===== src/hdl/bsp_ram.sv =====
// generic simple dual-port ram with registered read
module bsp_ram #(
  parameter int WIDTH = 32,
  parameter int DEPTH = 32
) (
  input  logic                     clk,
  input  logic                     we,
  input  logic [$clog2(DEPTH)-1:0] waddr,
  input  logic [WIDTH-1:0]         wdata,
  input  logic [$clog2(DEPTH)-1:0] raddr,
  output logic [WIDTH-1:0]         rdata
);

  logic [WIDTH-1:0] mem [DEPTH];

  always_ff @(posedge clk) begin
    if (we) begin
      mem[waddr] <= wdata;
    end
    rdata <= mem[raddr];
  end

endmodule


===== config.mk =====
export PLATFORM = sky130hd
export DESIGN_NAME = bsp_ram
export DESIGN_NICKNAME = d
export VERILOG_FILES = /design/src/hdl/bsp_ram.sv
export SDC_FILE = /design/constraint.sdc
export NUM_CORES = 1
export LEC_CHECK = 0
export ABC_AREA = 1
export BUFFER_PORTS_ARGS = -buffer_cell sky130_fd_sc_hd__buf_4
export CAP_MARGIN = 20
export CORE_ASPECT_RATIO = 0.7
export CORE_MARGIN = 10
export CORE_UTILIZATION = 30
export CTS_BUF_LIST = sky130_fd_sc_hd__clkbuf_16
export DETAILED_ROUTE_END_ITERATION = 8
export GPL_ROUTABILITY_DRIVEN = 1
export PLACE_DENSITY = 0.52
export SYNTH_ARGS = -nofsm -noshare
export SYNTH_HDL_FRONTEND = slang
export SYNTH_SLANG_ARGS = --single-unit

===== constraint.sdc =====
create_clock -name clk -period 4.72 [get_ports clk]
set_input_delay 0.236 -clock clk [delete_from_list [all_inputs] [get_ports clk]]
set_output_delay 0.236 -clock clk [all_outputs]
set_load 0.01 [all_outputs]

**Word-level counts from Yosys, hierarchy flattened**

Memory sizes are Yosys's and may differ from the RTL's. A register that Yosys moved wholly into a read port is not among the register bits.
Cells that the tools add are included.
Widths: inputs -> output; s select.

- Word-level logic and storage cells: 3
- Bits in latches: 0
- RAM bits: 1,024
- ROM bits: 0
- Register bits after elaboration: 0
- Output and inout bits: 32
- Bits of input ports: 44
- Memories: 1

Memories:

| memory | words | bits a word | read ports | clocked after memory_dff | write ports | RTL line | text |
|---|---|---|---|---|---|---|---|
| mem | 32 | 32 | 1 | 1 | 1 | 14 | `logic [WIDTH-1:0] mem [DEPTH];` |

- Divide/modulo/power cells: 0
- $mul: 0
- Add/sub/neg operators: 0
- Bitwise gates (word level): 0
- Equality and inequality tests: 0
- $lt $le $gt $ge: 0
- Reduce and logical (&&, ||, !) cells: 0
- Multiplexer cells: 2
- Shifts and indexed selects: 0

Operators with widths:

| kind | number |
|---|---|
| $mux 1 | 2 |

**Longest topological paths before layout**

- Word-level depth: 2
- Gate-level depth with buffers: 12
- Gate-level depth less buffers: 9

**Least setup slack after synthesis**

No wires, ideal clock.

- Kind: input to register
- Start: input port waddr[0]
- End: memory mem[0][0], enable pin
- Stages on the path: 3
- Data required time: 4,299 ps
- Arrival: 1,891 ps
- Slack: 2,408 ps
- Path through: inv_1 -> nand3_1 -> nor2_1

RTL lines:

| what | RTL line | text |
|---|---|---|
| from (decl) | 8 | `input logic [$clog2(DEPTH)-1:0] waddr,` |
| to (decl) | 14 |  |

No word-level cell before the write port.

**Worst setup path in the final report**

- Start: input port waddr[0]
- End: memory mem[2][7], enable pin

No word-level cell before the write port.

==> metrics.md <==
| Metric | Value |
|---|---|
| Max-Slew Margin vs Limit | `0.267` |
| Status | `completed` |
| Worst path cell trace | `buf_4 > inv_1 > nand3_1 > nor2_4 > buf_4` |
| Clock power frac | `0.401` |
| Total GRT Usage | `0.149` |
| P_sw | `4.58 mW` |
| CTS max path bufs | `3` |
| Avg Vias per Cell | `4.80` |
| Critical Path End Type | `register` |
| Post-route ant nets | `0` |
| 1st-iter DRT viols | `2,724` |
| YS warnings | `0` |
| Die span in x | `469 µm` |
| Clock Latency Late Sink | `720 ps` |
| Number of global-route vias before repair | `25.5k` |
| Mux share of post-synthesis cell area | `0` |
| Max-cap violations | `0` |
| TritonCTS Buffers | `99` |
| Hold crit path type | `in -> reg` |
| Crit path DAT | `2430 ps` |
| Clock tree root driver cell | `clkbuf_16` |
| CP Class | `in -> reg` |
| Crit-path max cell delay | `910 ps` |
| Final setup fails | `0` |
| Post-Synth XOR/XNOR Area | `0` |
| Main combinational cell family by area after synthesis | `simple AND/OR/NAND/NOR gates` |
| Critical path's slowest cell | `nor2_4` |
| Final hold viol count | `0` |
| WL final | `121,000 µm` |
| PD cells | `408 mW/mm²` |
| FF/Latch Area | `0.0314 mm²` |
| Port bufs | `75` |
| Diode count | `0` |
| Crit path max fanout | `17` |
| FMAX | `0.484 GHz` |
| Period Utilization, post-route | `0.437` |
| First-pass GRT wire length | `179,000 µm` |
| Core Region | `0.140 mm²` |
| Cell count of the worst reg-to-reg path | `8` |
| Peak supply drop | `0.000291 V` |
| Post-Syn Area | `0.0424 mm²` |
| Final TNS setup | `0 ps` |
| Slew Limit Fails | `0` |
| H-tree levels | `3` |
| I/O pins | `76` |
| Share of cells above drive strength 1 | `0.0830` |
| Sequential share of the synthesized area | `0.740` |
| Largest net degree at the start of global routing | `180` |
| Final HPWL DP | `65,900 µm` |
| Most common cell after layout, fill and taps aside | `nand2_1` |
| Total number of vias | `26.6k` |
| Worst-path clk slew | `60 ps` |
| Net Sw Frac | `0.234` |
| DRC viols | `0` |
| Initial antenna violation count | `3` |
| Postcts setup bufs | `0` |
| Most frequent cells in the layout | `nand2_1, edfxtp_1, nand3_1` |
| Cells after Synth | `3,536` |
| Flop pwr share | `0.534` |
| Row cnt | `115` |
| Hold Crit Depth | `3` |
| CTS tree | `done` |
| Pleak | `17.3 nW` |
| Compound-Gate Fraction of Synth Area | `0` |
| Gate power share | `0.065` |
| Syn_nets | `3,580` |
| Starting density of the core | `0.302` |
| RSZ-0062 raised after global routing | `no` |
| Worst setup skew after layout | `25.3 ps` |
| Slew @ Worst Pin | `1100 ps` |
| Footprint of the multi-input gates | `0.00967 mm²` |
| Worst setup SP type | `input port` |
| WL per Instance | `21.8 µm` |
| Placer congestion estimate | `0.765` |
| Tmin final | `2060 ps` |
| P_int | `15.0 mW` |
| DRT Pass-1 Iters | `6` |
| Critical path depth | `5` |
| CP delay by family, top | `simple AND/OR/NAND/NOR gates` |
| Yosys cell types | `14` |
| Syn Area/Cell | `12.0 µm²` |
| Yosys reg bits | `1,056` |
| Chip height | `335 µm` |
| Critical Path RT | `5090 ps` |
| Cell repeated most along the worst path | `buf_4` |
| PnR Total Power | `19.6 mW` |
| Post-Synth Simple-Gate Area | `0.222` |
| Fill cells | `13.8k` |
| Synth Area in Adders | `0` |
| CP Buf/Inv Count | `3` |
| Synth-to-Final Area Change | `13.4%` |
| Die area | `0.157 mm²` |
| Final Net Count | `3,627` |
| Gr ovfl total | `0` |
| CTS sink count | `1,056` |
tightest hold or removal path: cells and delay by family:
family,cells,cell delay (ps)
buffers and inverters,1,290
and+or+nand+nor,2,200
metal layers:
metal	vias up	GRT usage	share of wire
met1	13200	0.223	0.48
met4	0	0.0335	0.020
met2	831	0.227	0.45
li1	12400	-	-
met3	142	0.0222	0.056
met5	-	0	0
cells by family after synthesis:
group,count (synthesis)
DFF,1056
and+or+nand+nor,2252
buffers and inverters,228
per-stage QoR:
step	setup slack [ps]	hold WS [ps]	utilization	cell area, µm²	cells
3_3_place_gp	1940	663	0.317	44500	5317
4_1_cts	2670	15.8	0.342	48100	5536
5_1_grt	2560	56.6	0.342	48100	5536
6_report	2660	75.0	0.342	48100	5536
2_1_floorplan	2410	335	-	42400	3536
3_5_place_dp	1910	661	0.318	44600	5322
power groups by stage:
stage | combinational [mW] | clock, mW | sequential [mW]
finish | 1.28 | 7.87 | 10.5
global route | 1.42 | 8.38 | 10.5
CTS | 1.31 | 8.03 | 10.5
detailed placement | 1.28 | 0 | 10.7
global placement | 1.27 | 0 | 10.7
floorplan | 0.717 | 0 | 10.7
cell usage after synthesis:
library cell	n	share of area
buf_2	83	0.0098
buf_1	18	0.0016
inv_2	2	0.00018
nand2_1	1440	0.13
edfxtp_1	1024	0.73
nor2_1	32	0.0028
clkbuf_1	24	0.0021
dfxtp_1	32	0.015
buf_6	66	0.018
inv_8	1	0.00027
buf_8	3	0.0011
inv_1	7	0.00062
buf_4	24	0.0042
nand3_1	780	0.092
sequential cells by signal, indices dropped and copies added, names as in the netlist:
register and flops:
mem 1024, rdata 32
worst paths after layout:
kind              startpoint  slack, ps        end
setup / recovery    waddr[0]       2660  mem[2][7]
hold / removal      raddr[4]         70   rdata[3]
setup reg to reg   mem[1][1]       3380   rdata[1]
hold reg to reg   mem[18][3]        750   rdata[3]
repair_timing:
action / 4_1_cts / 5_1_grt
hold buffers: 32 / 0
gates resized for setup: 0 / 0
endpoints found under the hold margin: 1024 / 0
area by class of cell:
type / count / share of cell area
multi-input combinational: 2252 / 0.201
timing repair buffer: 164 / 0.0311
sequential: 1056 / 0.653
clock inverter: 82 / 0.0128
inverter: 10 / 0.00141
clock buffer: 100 / 0.0520
tap: 1872 / 0.0487
(Power assumes the default switching activity.)
