## src/hdl/bsp_pkg.sv

```systemverilog
// shared types and constants for the b-spline basis evaluator
package bsp_pkg;

  localparam int unsigned DIV_NW = 64;
  localparam int unsigned DIV_DW = 33;

  localparam int unsigned BASIS_W = 31;
  localparam logic [BASIS_W-1:0] BASIS_ONE = 31'h4000_0000;

  localparam logic [1:0] ST_OK  = 2'd0;
  localparam logic [1:0] ST_ERR = 2'd1;
  localparam logic [1:0] ST_SAT = 2'd2;

  localparam logic MODE_WRITE = 1'b0;
  localparam logic MODE_EVAL  = 1'b1;

  typedef struct packed {
    logic              start;
    logic [DIV_NW-1:0] num;
    logic [DIV_DW-1:0] den;
  } div_req_t;

  typedef struct packed {
    logic              busy;
    logic              done;
    logic [DIV_NW-1:0] quo;
  } div_rsp_t;

endpackage

```

## src/hdl/bsp_div.sv

```systemverilog
// iterative restoring unsigned divider, one quotient bit per cycle
module bsp_div (
  input  logic              clk,
  input  logic              rst_n,
  input  bsp_pkg::div_req_t req,
  output bsp_pkg::div_rsp_t rsp
);
  import bsp_pkg::*;

  localparam int CW = $clog2(DIV_NW + 1);

  logic [DIV_DW-1:0] rem_r;
  logic [DIV_DW-1:0] den_r;
  logic [DIV_NW-1:0] quo_r;
  logic [CW-1:0]     cnt_r;
  logic              busy_r;
  logic              done_r;
  logic [DIV_DW:0]   rem_sh;
  logic [DIV_DW:0]   rem_sub;
  logic              take;

  assign take    = req.start && !busy_r;
  assign rem_sh  = {rem_r, quo_r[DIV_NW-1]};
  assign rem_sub = rem_sh - {1'b0, den_r};

  always_ff @(posedge clk) begin
    if (!rst_n) begin
      busy_r <= 1'b0;
      done_r <= 1'b0;
      cnt_r  <= '0;
    end else begin
      done_r <= 1'b0;
      if (take) begin
        busy_r <= 1'b1;
        cnt_r  <= CW'(DIV_NW);
      end else if (busy_r) begin
        cnt_r <= cnt_r - 1'b1;
        if (cnt_r == CW'(1)) begin
          busy_r <= 1'b0;
          done_r <= 1'b1;
        end
      end
    end
  end

  always_ff @(posedge clk) begin
    if (take) begin
      rem_r <= '0;
      quo_r <= req.num;
      den_r <= req.den;
    end else if (busy_r) begin
      // borrow clear means the shifted remainder covers the divisor
      if (!rem_sub[DIV_DW]) begin
        rem_r <= rem_sub[DIV_DW-1:0];
        quo_r <= {quo_r[DIV_NW-2:0], 1'b1};
      end else begin
        rem_r <= rem_sh[DIV_DW-1:0];
        quo_r <= {quo_r[DIV_NW-2:0], 1'b0};
      end
    end
  end

  assign rsp.busy = busy_r;
  assign rsp.done = done_r;
  assign rsp.quo  = quo_r;

endmodule

```

## config.mk

```make
export PLATFORM = sky130hd
export DESIGN_NAME = bsp_div
export DESIGN_NICKNAME = d
export VERILOG_FILES = /design/src/hdl/bsp_pkg.sv /design/src/hdl/bsp_div.sv
export SDC_FILE = /design/constraint.sdc
export NUM_CORES = 1
export LEC_CHECK = 0
export ABC_AREA = 1
export BUFFER_PORTS_ARGS = -buffer_cell sky130_fd_sc_hd__buf_4
export CORE_MARGIN = 3
export CORE_UTILIZATION = 61
export DETAILED_ROUTE_END_ITERATION = 10
export PLACE_DENSITY = 0.84
export SLEW_MARGIN = 20
export SYNTH_ARGS = -nofsm -noshare
export SYNTH_HDL_FRONTEND = slang
export SYNTH_SLANG_ARGS = --single-unit
```

## constraint.sdc

```tcl
create_clock -name clk -period 4.3 [get_ports clk]
set_input_delay 0.86 -clock clk [delete_from_list [all_inputs] [get_ports clk]]
set_output_delay 0.86 -clock clk [all_outputs]
set_load 0.005 [all_outputs]
```

## Word-level counts from Yosys, hierarchy flattened

Index checks and enable logic that the tools add are counted.

| storage, ports and cells | value |
|---|---|
| register bits | 139 |
| bits in latches | 0 |
| RAM bits | 0 |
| bits in read-only memories | 0 |
| input port bits | 100 |
| output and inout bits | 66 |
| logic and storage cells | 27 |
| memories | 0 |

| cells by class | value |
|---|---|
| add/sub/neg operators | 2 |
| multiply operators | 0 |
| divide/modulo/power cells | 0 |
| order comparisons | 0 |
| equality and inequality tests | 1 |
| shifts and indexed selects | 0 |
| multiplexer cells | 10 |
| bitwise operators | 2 |
| reductions and logical operators | 5 |

Operator list:

| kind | number |
|---|---|
| $mux W64 | 2 |
| $sub A34 B33 Y34 | 1 |
| $mux W33 | 1 |
| $mux W7 | 2 |
| $eq A7 B1 Y1 const B | 1 |
| $sub A7 B1 Y7 const B | 1 |
| $mux W1 | 5 |
| $reduce_or A3 Y1 | 1 |
| $not A1 Y1 | 2 |
| $reduce_bool A2 Y1 | 1 |
| $reduce_or A2 Y1 | 1 |
| $logic_and A1 B1 Y1 | 1 |
| $logic_not A1 Y1 | 1 |

## Longest topological paths before layout

| depth | value |
|---|---|
| word-level depth | 4 |
| mapped depth | 18 |
| mapped depth without buffers | 18 |

## Worst setup path before layout

Ideal clock, no wire load.

| timing | value |
|---|---|
| path type | input port to flip-flop |
| start | in req[97] in the netlist's numbering |
| end | reg quo_r[0], enable pin |
| data arrival time | 2.219 ns |
| path slack | 1.663 ns |
| stages | 2 |
| buffers on the path | 0 |
| cell sequence | nor2_1 -> inv_1 |

| between the ends | value |
|---|---|
| cells in the longest elaborated chain, start to end | 2 |

Ends and longest elaborated chain:

| item | line | RTL |
|---|---|---|
| from (decl) | bsp_div.sv:5 | `input bsp_pkg::div_req_t req,` |
| $logic_and A1 B1 Y1 | bsp_div.sv:22 | `assign take = req.start && !busy_r;` |
| $reduce_bool A2 Y1 (no source line) | n/a |  |
| to (signal assigned) | bsp_div.sv:49 | `quo_r <= req.num;` |
| to (signal assigned) | bsp_div.sv:55 | `quo_r <= {quo_r[DIV_NW-2:0], 1'b1};` |
| to (signal assigned) | bsp_div.sv:58 | `quo_r <= {quo_r[DIV_NW-2:0], 1'b0};` |
| to (decl) | bsp_div.sv:14 | `logic [DIV_NW-1:0] quo_r;` |

No other way between the ends.
A chain may end at the register's enable or synchronous reset.

## Worst setup path in the final report

| timing | value |
|---|---|
| start | reg den_r[23] |
| end | reg rem_r[24] |

| between the ends | value |
|---|---|
| cells in the longest elaborated chain, start to end | 2 |

Ends and longest elaborated chain:

| item | line | RTL |
|---|---|---|
| from (decl) | bsp_div.sv:13 | `logic [DIV_DW-1:0] den_r;` |
| from (signal assigned) | bsp_div.sv:50 | `den_r <= req.den;` |
| $sub A34 B33 Y34 | bsp_div.sv:24 | `assign rem_sub = rem_sh - {1'b0, den_r};` |
| $mux W33 | bsp_div.sv:53 | `if (!rem_sub[DIV_DW]) begin` |
| to (signal assigned) | bsp_div.sv:54 | `rem_r <= rem_sub[DIV_DW-1:0];` |
| to (signal assigned) | bsp_div.sv:57 | `rem_r <= rem_sh[DIV_DW-1:0];` |
| to (decl) | bsp_div.sv:12 | `logic [DIV_DW-1:0] rem_r;` |

No other way between the ends.

==> results.yml <==
clock_network:
  cts_resized: 0
  cts_buffer_depth: 2
  htree_levels: 4
  clkSinkCount: 139
  cts_tree: "done"
  postCtsSetupBuffers: 0
  cts_hold_buf: 0
  path_clk_slew_ns: 0.06
  clkLatencyLatePin_ns: 0.43
  cts_buffers: 17
  cts_root_buffer: "clkbuf_16"
final_layout:
  syn2layout_area_growth_pct: 22.4
  mostFrequentLayoutCell: "nand2_1"
  multiInputGateArea_um2: 3860
  diodes: 0
  seq_area_um2: 3750
  layout-drive-gt1-share_pct: 16.6
  final_cell_mix: "nand2_1, inv_1, buf_4"
  nFillCells: 1022
  final_nets: 1512
global_route:
  grt_util_met1_pct: 38.8
  gr-usage-met3_pct: 8.96
  track_usage_pct: 30.9
  grt_max_degree: 66
  gr-max-usage-layer: "met2"
  grtUsageMet2_pct: 51.7
  grt_pass1_vias: 7643
  antenna_found_initial: 0
  grt-ovfl-total: 0
  grt_pass1_wl_mm: 38.2
floorplan:
  dieWidth_um: 125
  rows: 42
  placeableCoreArea_um2: 13500
  initial_utilization_pct: 63.6
  die_area_um2: 15500
  die_h_um: 125
  ios: 166
yosys:
  yosys-top-cells-area: "edfxtp_1, nand2_1, dfxtp_1"
  yosysSeqAreaShare_pct: 43.7
  synth_top_cell_area_share_pct: 33.9
  yosysWarnings: 0
  ys_types: 35
  syn_area_per_cell_um2: 7.06
  netlist_area_um2: 8590
  synth_area_leader_cell: "edfxtp_1"
  postSynthCellCount: 1217
  synth_nets: 1353
  ys_ff_latch: 139
sta:
  fmax_mhz: 348
  finalSetupViolations: 0
  worst_pin_slew_ns: 0.751
  relSlewSlack_pct: 49.8
  finalClockSkew_ns: 0.0117
  finalHoldViolCount: 0
  slew_viol_final: 0
  fin_setup_tns_ns: 0
  setup_ws_ns: 1.42
  rsz0062_at_grt: "no"
  period_share_pct: 66.9
  finalCriticalPeriod_ns: 2.88
pwr:
  cellPowerDensity_nw_per_um2: 481
  swShare_pct: 38.5
  p_seq_share_pct: 35.6
  pwr-share-comb_pct: 36.7
  leakage_uw: 0.00580
  p_sw_uw: 1950
  p_int_uw: 3110
  pwr-share-clk_pct: 27.7
  ir_drop_mv: 0.320
flow_run:
  maxCapViolCount: 0
setup_path:
  crit_slowest_cell: "nand3_2"
  max_stage_delay_ns: 0.50
  cp-start-kind: "flip-flop"
  critPathBufInv: 2
  required_ns: 4.62
  cp.arrival_ns: 3.20
  cp_cell_sequence: "inv_1, ha_1, nand2_2, inv_2, nand2_1, nand3_1, a21oi_2, nor2_1, nor2_4, nand3_2, nand2_4, nand2_1, nand3_1, nand2_1"
  crit_family: "simple AND/OR/NAND/NOR gates"
  crit_fanout: 23
  cp_common_cell: "nand2_1"
  worstSetupEndpointType: "flip-flop"
  crit_type: "reg2reg"
detailed_routing:
  firstDrtPassIters: 6
  drc: 0
  viasPerCell: 5.18
  ant_nets: 0
  vias: 8101
  drt-initial-drc-count: 799
  routed_wl_mm: 24.1
  wire_per_inst_um: 15.4
placed_design:
  finalWeightedCongestion: 0.975
  hpwl_mm: 17.9
  io_buffers: 165
  place_ws_ns: 1.52
hold_path:
  hold_class: "reg2reg"
status:
  status: "finished, final reports clean"
[synthesized netlist by cell type, drive strengths merged]
cell type,count
o21ai,3
dfxtp,42
clkbuf,13
nor3,8
fa,1
nor3b,1
inv,220
a31oi,1
a21oi,25
and3,1
o21bai,6
nand4,10
buf,19
ha,35
nand3,101
xor2,14
edfxtp,97
xnor2,4
nand2,549
nor2,55
and2,4
o21a,1
a21o,1
nand3b,5
or2,1
[worst paths after layout]
| kind | from | endpoint | slack, ns | depth (start not counted) |
|---|---|---|---|---|
| max | den_r[23]$_DFFE_PP_ | rem_r[24]$_SDFFE_PP0P_ | 1.42 | 14 |
| min | rem_r[20]$_SDFFE_PP0P_ | rem_r[20]$_SDFFE_PP0P_ | 0.47 | 2 |
| max reg2reg | den_r[23]$_DFFE_PP_ | rem_r[24]$_SDFFE_PP0P_ | 1.42 | 14 |
| min reg2reg | rem_r[20]$_SDFFE_PP0P_ | rem_r[20]$_SDFFE_PP0P_ | 0.47 | 2 |
[power groups by stage]
stage | sequential (µW) | clock [µW] | combinational (µW)
after floorplan | 1790 | 0 | 1280
after global placement | 1810 | 0 | 1780
after detailed placement | 1820 | 0 | 1820
after CTS | 1800 | 1400 | 1840
after global routing | 1820 | 1460 | 2090
final | 1800 | 1400 | 1860
[cell type report]
| cell class | count | area share, % |
|---|---|---|
| clock buffers | 17 | 4.05 |
| well taps | 176 | 2.09 |
| clock inverters | 15 | 1.24 |
| multi-input cells | 826 | 36.8 |
| flip-flops and latches | 139 | 35.7 |
| inverters | 220 | 7.87 |
| repair buffers | 172 | 12.3 |
[per-layer routing]
metal | routed length, µm | up-vias
met2 | 11700 | 357
met3 | 2240 | 41
met5 | 0 | -
met1 | 9570 | 3645
li1 | - | 4058
met4 | 550 | 0
[state kept, by name, indices dropped and copies added, names as in the netlist]
| name | cells |
|---|---|
| quo_r | 64 |
| den_r | 33 |
| rem_r | 33 |
| cnt_r | 7 |
| busy_r | 1 |
| done_r | 1 |
[stage by stage]
stage | power [µW] | hold WS [ns] | utilization (%) | instance area (µm²) | cells
after detailed placement | 3630 | 0.463 | 73.7 | 9960 | 1533
after CTS | 5040 | 0.474 | 77.8 | 10500 | 1565
after floorplan | 3070 | 0.448 | - | 8590 | 1217
after global routing | 5370 | 0.491 | 77.8 | 10500 | 1565
final | 5060 | 0.471 | 77.8 | 10500 | 1565
after global placement | 3600 | 0.459 | 73.7 | 9960 | 1533
[logic make-up after synthesis]
| kind of cell | share of synthesized area (%) |
|---|---|
| flops | 43.7 |
| buf+inv | 11.4 |
| fa+ha+maj | 5.33 |
| xor+xnor | 1.84 |
| compound gates | 2.45 |
| simple gates | 35.3 |
[worst register-to-register path, delay by kind of cell, from the launching register on]
family | cells | cell delay [ns]
DFF | 1 | 0.39
and+or+nand+nor | 10 | 1.79
adders and majority gates | 1 | 0.28
buffers and inverters | 2 | 0.12
AOI/OAI and AO/OA | 1 | 0.18
No activity file was read; power rests on OpenSTA's default activity.
